File: src/sv/utf8v_pkg.sv
// ----------------------------------------------------------------------------
// UTF-8 validator package
// Byte class constants and lead/continuation decode helpers.
// ----------------------------------------------------------------------------
package utf8v_pkg;

  typedef logic [7:0] byte_t;

  // Masks and patterns for byte classes
  localparam byte_t MASK_2     = 8'hC0;
  localparam byte_t MASK_3     = 8'hE0;
  localparam byte_t MASK_4     = 8'hF0;
  localparam byte_t MASK_5     = 8'hF8;
  localparam byte_t MASK_PAIR  = 8'hFE;
  localparam byte_t PAT_CONT   = 8'h80;
  localparam byte_t PAT_LEAD2  = 8'hC0;
  localparam byte_t PAT_LEAD3  = 8'hE0;
  localparam byte_t PAT_LEAD4  = 8'hF0;

  // Leads and second bytes with extra range rules
  localparam byte_t LEAD_E0    = 8'hE0;
  localparam byte_t LEAD_ED    = 8'hED;
  localparam byte_t LEAD_EF    = 8'hEF;
  localparam byte_t LEAD_F0    = 8'hF0;
  localparam byte_t LEAD_F4    = 8'hF4;
  localparam byte_t CONT_A0    = 8'hA0;
  localparam byte_t CONT_8F    = 8'h8F;
  localparam byte_t CONT_BF    = 8'hBF;
  localparam byte_t CONT_BE    = 8'hBE;

  // Lead decode result
  typedef struct packed {
    logic       ok;
    logic [1:0] due;   // continuation bytes that follow
  } lead_dec_t;

  function automatic lead_dec_t decode_lead(input byte_t b);
    lead_dec_t d;
    d.ok  = 1'b1;
    d.due = 2'd0;
    if (b[7] == 1'b0) begin
      d.due = 2'd0;
    end else if ((b & MASK_3) == PAT_LEAD2) begin
      d.ok  = ((b & MASK_PAIR) != PAT_LEAD2);
      d.due = 2'd1;
    end else if ((b & MASK_4) == PAT_LEAD3) begin
      d.due = 2'd2;
    end else if ((b & MASK_5) == PAT_LEAD4) begin
      d.ok  = (b <= LEAD_F4);
      d.due = 2'd3;
    end else begin
      d.ok  = 1'b0;
    end
    return d;
  endfunction

  // Continuation byte check given sequence context
  function automatic logic cont_ok(input byte_t b, input byte_t lead,
                                   input logic [1:0] pos, input logic sec_bf);
    logic ok;
    ok = ((b & MASK_2) == PAT_CONT);
    if (pos == 2'd1) begin
      if (lead == LEAD_E0 && (b & MASK_3) == PAT_CONT) ok = 1'b0;
      if (lead == LEAD_ED && (b & MASK_3) == CONT_A0)  ok = 1'b0;
      if (lead == LEAD_F0 && (b & MASK_4) == PAT_CONT) ok = 1'b0;
      if (lead == LEAD_F4 && b > CONT_8F)              ok = 1'b0;
    end else if (pos == 2'd2) begin
      if (lead == LEAD_EF && sec_bf && (b & MASK_PAIR) == CONT_BE) ok = 1'b0;
    end
    return ok;
  endfunction

endpackage

File: src/sv/utf8_stream_validator.sv
// ----------------------------------------------------------------------------
// UTF-8 stream validator
// Checks a buffer of bytes for well-formed UTF-8, one verdict per buffer.
// ----------------------------------------------------------------------------
// Feed the buffer one byte per beat on the byte channel, with last_byte set on
// the final byte. A single verdict beat comes out for each buffer: valid_res
// is 1 when every sequence was well formed and none was left open at the end.
// Rejected are C0/C1 and F5..FF leads, overlong 3- and 4-byte forms,
// surrogates, U+FFFE/U+FFFF, code points above U+10FFFF, stray continuation
// bytes and a truncated final sequence. Once an error is seen the rest of the
// buffer is skipped until the final byte. An empty buffer cannot be sent and
// must be handled in software. The block takes one byte every cycle while no
// final byte waits on a stalled verdict. A byte goes through an input register
// and one level of decode logic; the verdict is registered. Only the final byte
// of a buffer waits on a stalled verdict; all other bytes keep flowing.
// ----------------------------------------------------------------------------
module utf8_stream_validator
  import utf8v_pkg::*;
(
  input  logic       clk,
  input  logic       rst,
  // byte channel
  input  logic       byte_valid,
  output logic       byte_stall,
  input  logic [7:0] data_byte,
  input  logic       last_byte,
  // verdict channel
  output logic       verdict_valid,
  input  logic       verdict_stall,
  output logic       valid_res
);

  // Input register
  logic       ir_valid;
  byte_t      ir_byte;
  logic       ir_last;

  // Sequence state
  logic [1:0] bytes_remaining, bytes_remaining_next;
  byte_t      lead_value, lead_value_next;
  logic [1:0] seq_position, seq_position_next;
  logic       second_was_bf, second_was_bf_next;
  logic       error_seen, error_seen_next;

  logic       ir_move;
  logic       ir_load;
  lead_dec_t  ld;
  logic       verdict;

  // A non-final byte never needs the verdict register; the final one waits
  // until it is free.
  assign ir_move    = ir_valid && (!ir_last || !(verdict_valid && verdict_stall));
  assign byte_stall = ir_valid && !ir_move;
  assign ir_load    = byte_valid && !byte_stall;

  always_ff @(posedge clk) begin
    if (rst) begin
      ir_valid <= 1'b0;
    end else if (ir_load) begin
      ir_valid <= 1'b1;
    end else if (ir_move) begin
      ir_valid <= 1'b0;
    end
  end

  always_ff @(posedge clk) begin
    if (ir_load) begin
      ir_byte <= data_byte;
      ir_last <= last_byte;
    end
  end

  // Per-byte decode
  always_comb begin
    ld                   = decode_lead(ir_byte);
    bytes_remaining_next = bytes_remaining;
    lead_value_next      = lead_value;
    seq_position_next    = seq_position;
    second_was_bf_next   = second_was_bf;
    error_seen_next      = error_seen;
    if (!error_seen) begin
      if (bytes_remaining == 2'd0) begin
        if (ld.ok) begin
          bytes_remaining_next = ld.due;
          lead_value_next      = ir_byte;
          seq_position_next    = 2'd1;
          second_was_bf_next   = 1'b0;
        end else begin
          error_seen_next = 1'b1;
        end
      end else begin
        if (cont_ok(ir_byte, lead_value, seq_position, second_was_bf)) begin
          if (seq_position == 2'd1) begin
            second_was_bf_next = (ir_byte == CONT_BF);
          end
          bytes_remaining_next = bytes_remaining - 2'd1;
          seq_position_next    = seq_position + 2'd1;
        end else begin
          error_seen_next = 1'b1;
        end
      end
    end
    verdict = !error_seen_next && (bytes_remaining_next == 2'd0);
  end

  // State update; the final byte returns everything to zero
  always_ff @(posedge clk) begin
    if (rst) begin
      bytes_remaining <= 2'd0;
      lead_value      <= '0;
      seq_position    <= 2'd0;
      second_was_bf   <= 1'b0;
      error_seen      <= 1'b0;
    end else if (ir_move) begin
      if (ir_last) begin
        bytes_remaining <= 2'd0;
        lead_value      <= '0;
        seq_position    <= 2'd0;
        second_was_bf   <= 1'b0;
        error_seen      <= 1'b0;
      end else begin
        bytes_remaining <= bytes_remaining_next;
        lead_value      <= lead_value_next;
        seq_position    <= seq_position_next;
        second_was_bf   <= second_was_bf_next;
        error_seen      <= error_seen_next;
      end
    end
  end

  // Verdict register
  always_ff @(posedge clk) begin
    if (rst) begin
      verdict_valid <= 1'b0;
    end else if (ir_move && ir_last) begin
      verdict_valid <= 1'b1;
    end else if (!verdict_stall) begin
      verdict_valid <= 1'b0;
    end
  end

  always_ff @(posedge clk) begin
    if (ir_move && ir_last) begin
      valid_res <= verdict;
    end
  end

endmodule
File: config.mk
export PLATFORM = sky130hd
export DESIGN_NAME = utf8_stream_validator
export DESIGN_NICKNAME = d
export VERILOG_FILES = /design/src/sv/utf8v_pkg.sv /design/src/sv/utf8_stream_validator.sv
export SDC_FILE = /design/constraint.sdc
export NUM_CORES = 1
export LEC_CHECK = 0
export ABC_AREA = 1
export BUFFER_PORTS_ARGS = -buffer_cell sky130_fd_sc_hd__buf_2
export CORE_MARGIN = 3
export CORE_UTILIZATION = 55
export DETAILED_ROUTE_END_ITERATION = 16
export PLACE_DENSITY = 0.81
export SYNTH_ARGS = -nofsm -noshare
export SYNTH_HDL_FRONTEND = slang
export SYNTH_SLANG_ARGS = --single-unit
File: constraint.sdc
create_clock -name clk -period 1.8 [get_ports clk]
set_input_delay 0.09 -clock clk [delete_from_list [all_inputs] [get_ports clk]]
set_output_delay 0.09 -clock clk [all_outputs]
set_load 0.1 [all_outputs]
==> run metrics <==
GRT overflow 0; Slew Limit Fails 0; total clock sinks 26; share of cells above drive strength 1 between 20% and 30%; Crit Path Max Fanout 8; flops & latches, synth 26; clk buf depth 2; H-tree Lvls 1; CP arrival 1.84 ns; max_cap viols 0; status finished clean; Fin Hold WS roughly 0.11 ns; CP Capture Type register; Core Util, Final between 70% and 80%; DRT Pass-1 Iters 5; delay-heaviest family, CP simple AND/OR/NAND/NOR gates; cells after synthesis roughly 190; Yosys cell types 30; initial core utilization 60.9%; post-DR vias/cell between 5 and 6; Worst-path clk slew 0.14 ns; Site Rows 17; critical path class register to register; CTS Buf Count 3; n_diodes 0; antenna violation net count after detailed routing 0; Static Leak about 0.73 nW; CP max-delay cell edfxtp_1; Ports 16; PD cells between 600 and 700 nW/um^2; top cells by count, synth 45 x nand2_1, 24 x inv_1, 20 x nor2_1, 16 x dfxtp_1; All-Layer GR Usage ~25%; final std cells w/o fill around 240; clock root cell clkbuf_4; Worst Hold Class input port to register; number of port buffers 15; die span in x 56.7 microns; Setup-failing EPs final 0; die footprint 3210 sq um; Area growth syn-to-layout 19.9%; cell chain of the critical path nand2_2, nor3_2, a21oi_2, nand2_4, nor2_4, nand2_1, o211ai_1, inv_1, nand2_2, nor3_2; crit path buf inv count 1; count leader, synth nand2_1; DR DRC count 0; worst slew pin tran between 0.4 and 0.5 ns; clock latency on the worst-skew pair approximately 0.32 ns; Routed WL 3700 microns; vias in the first global route between 1000 and 1500; Post-Syn Area about 1400 sq um; period utilization ~97%; Placer Congestion 0.909; RSZ-0062 raised after global routing true; WL per Instance 15.3 microns; endpoints failing hold 0; Req. time, crit path between 1.5 and 2 ns; CTS tree done; Placed Cells 226; slowest stage delay, CP approximately 0.55 ns; top cell type's share of synthesized area between 20% and 30%; Post-synth ARST share 0%; initial drt markers just over 70; Syn Nets 201; fill count ~150; largest net degree at the start of global routing 15; fmax around 570 MHz; Post-synth EDFFs 10; hpwl dp about 2400 microns; max_slew headroom 67.4%; DR vias between 1000 and 1500; minimum clock period approximately 1.7 ns; Syn Area/Cell ~7.6 sq um; DIE HEIGHT roughly 57 microns; Synth warnings 0; largest cells by area after synthesis dfxtp_1 23%, edfxtp_1 21%, nand2_1 12%, inv_1 6.4%, nor2_1 5.3%; VDD IR max about 0.00055 V; first-pass GRT wire length between 6000 and 7000 microns; sequential area share after synthesis a little over two fifths; Layout Skew just over 0.003 ns; critical path startpoint category register; initial antenna violation count 0; largest area contributor in the netlist dfxtp_1; Layout Nets roughly 230; ys flop type dfxtp_1; CORE AREA approximately 2300 sq um
registers in the layout, indices dropped and copies added, names as in the netlist:
| name | flops |
|---|---|
| second_was_bf | 1 |
| ir_byte | 8 |
| bytes_remaining | 2 |
| valid_res | 1 |
| ir_last | 1 |
| verdict_valid | 1 |
| error_seen | 1 |
| lead_value | 8 |
| seq_position | 2 |
| ir_valid | 1 |
cell type report:
| cell class | count | area (sq um) | share of cell area (%) |
|---|---|---|---|
| clock buffer | 3 | 22.5 | 1.33 |
| timing repair buffer | 27 | 191 | 11.3 |
| inverter | 26 | 104 | 6.14 |
| tap | 28 | 35.0 | 2.07 |
| sequential | 26 | 627 | 37.1 |
| multi-input combinational | 131 | 708 | 41.9 |
| clock inverter | 1 | 3.75 | 0.222 |
cells in the final DEF (no fill, tap or decap), types with 3 or more instances in the layout:
| cell | count |
|---|---|
| dlygate4sd3_1 | 9 |
| a21oi_1 | 12 |
| nand3_1 | 11 |
| nand2_1 | 44 |
| dfxtp_1 | 13 |
| clkbuf_4 | 3 |
| edfxtp_1 | 10 |
| buf_2 | 15 |
| nand2_2 | 8 |
| nor3_1 | 3 |
| inv_1 | 22 |
| a21oi_2 | 3 |
| o21ai_0 | 3 |
| nor2_1 | 18 |
| nand4_1 | 5 |
worst register-to-register path, delay by kind of cell (launching register included):
| family | cells | cell delay (ns) |
|---|---|---|
| AO/OA/AOI/OAI | 2 | 0.30 |
| AND/OR/NAND/NOR | 7 | 0.62 |
| buffers and inverters | 1 | 0.07 |
| flip-flops | 1 | 0.55 |
cell families (layout without fill, tap and decap cells):
group / after synthesis / in the layout / share of synthesized area [%]
AND/OR/NAND/NOR: 101 / 101 / 33.8
buffers and inverters: 28 / 57 / 8.16
AO/OA/AOI/OAI: 27 / 27 / 11.4
flip-flops: 26 / 26 / 44.0
adder cells (fa/ha/maj): 3 / 3 / 2.66
repair_timing:
item,CTS,global route
hold buffers,9,0
setup buffers,0,3
setup endpoints to repair,0,12
resized for setup,0,10
endpoints found under the hold margin,9,0
report_power, final:
group	internal, mW	leakage (nW)	switching, mW
logic	0.0878	0.483	0.149
registers	0.647	0.229	0.0354
clock network	0.0813	0.0154	0.176
total	0.816	0.728	0.361
per-layer routing:
layer / up-vias / global-route usage [%] / routed length [microns]
met3: 16 / 3.68 / 238
met1: 652 / 29.7 / 1400
met4: 0 / 9.49 / 144
met5: - / 0 / 0
met2: 75 / 45.4 / 1920
li1: 667 / - / -
path summary, 6_finish.rpt:
| path | startpoint | endpoint | slack [ns] | depth (start not counted) |
|---|---|---|---|---|
| max | ir_byte[5]$_DFFE_PP_ | valid_res$_DFFE_PP_ | 0.06 | 10 |
| min | byte_valid | ir_valid$_SDFFE_PP0P_ | 0.11 | 3 |
| max reg2reg | ir_byte[5]$_DFFE_PP_ | valid_res$_DFFE_PP_ | 0.06 | 10 |
| min reg2reg | lead_value[7]$_SDFFE_PP0P_ | lead_value[7]$_SDFFE_PP0P_ | 0.49 | 2 |
through the flow:
step                setup TNS, ns  setup WS (ns)  total power [mW]  instance area, sq um
detailed placement              0          0.128             0.888                  1530
global placement                0          0.162             0.876                  1530
global route               -0.157        -0.0587              1.24                  1690
CTS                             0         0.0862              1.15                  1640
floorplan                       0        0.00726             0.834                  1430
finish                          0         0.0597              1.18                  1690
Note: power is estimated with default switching activity, not from simulation.
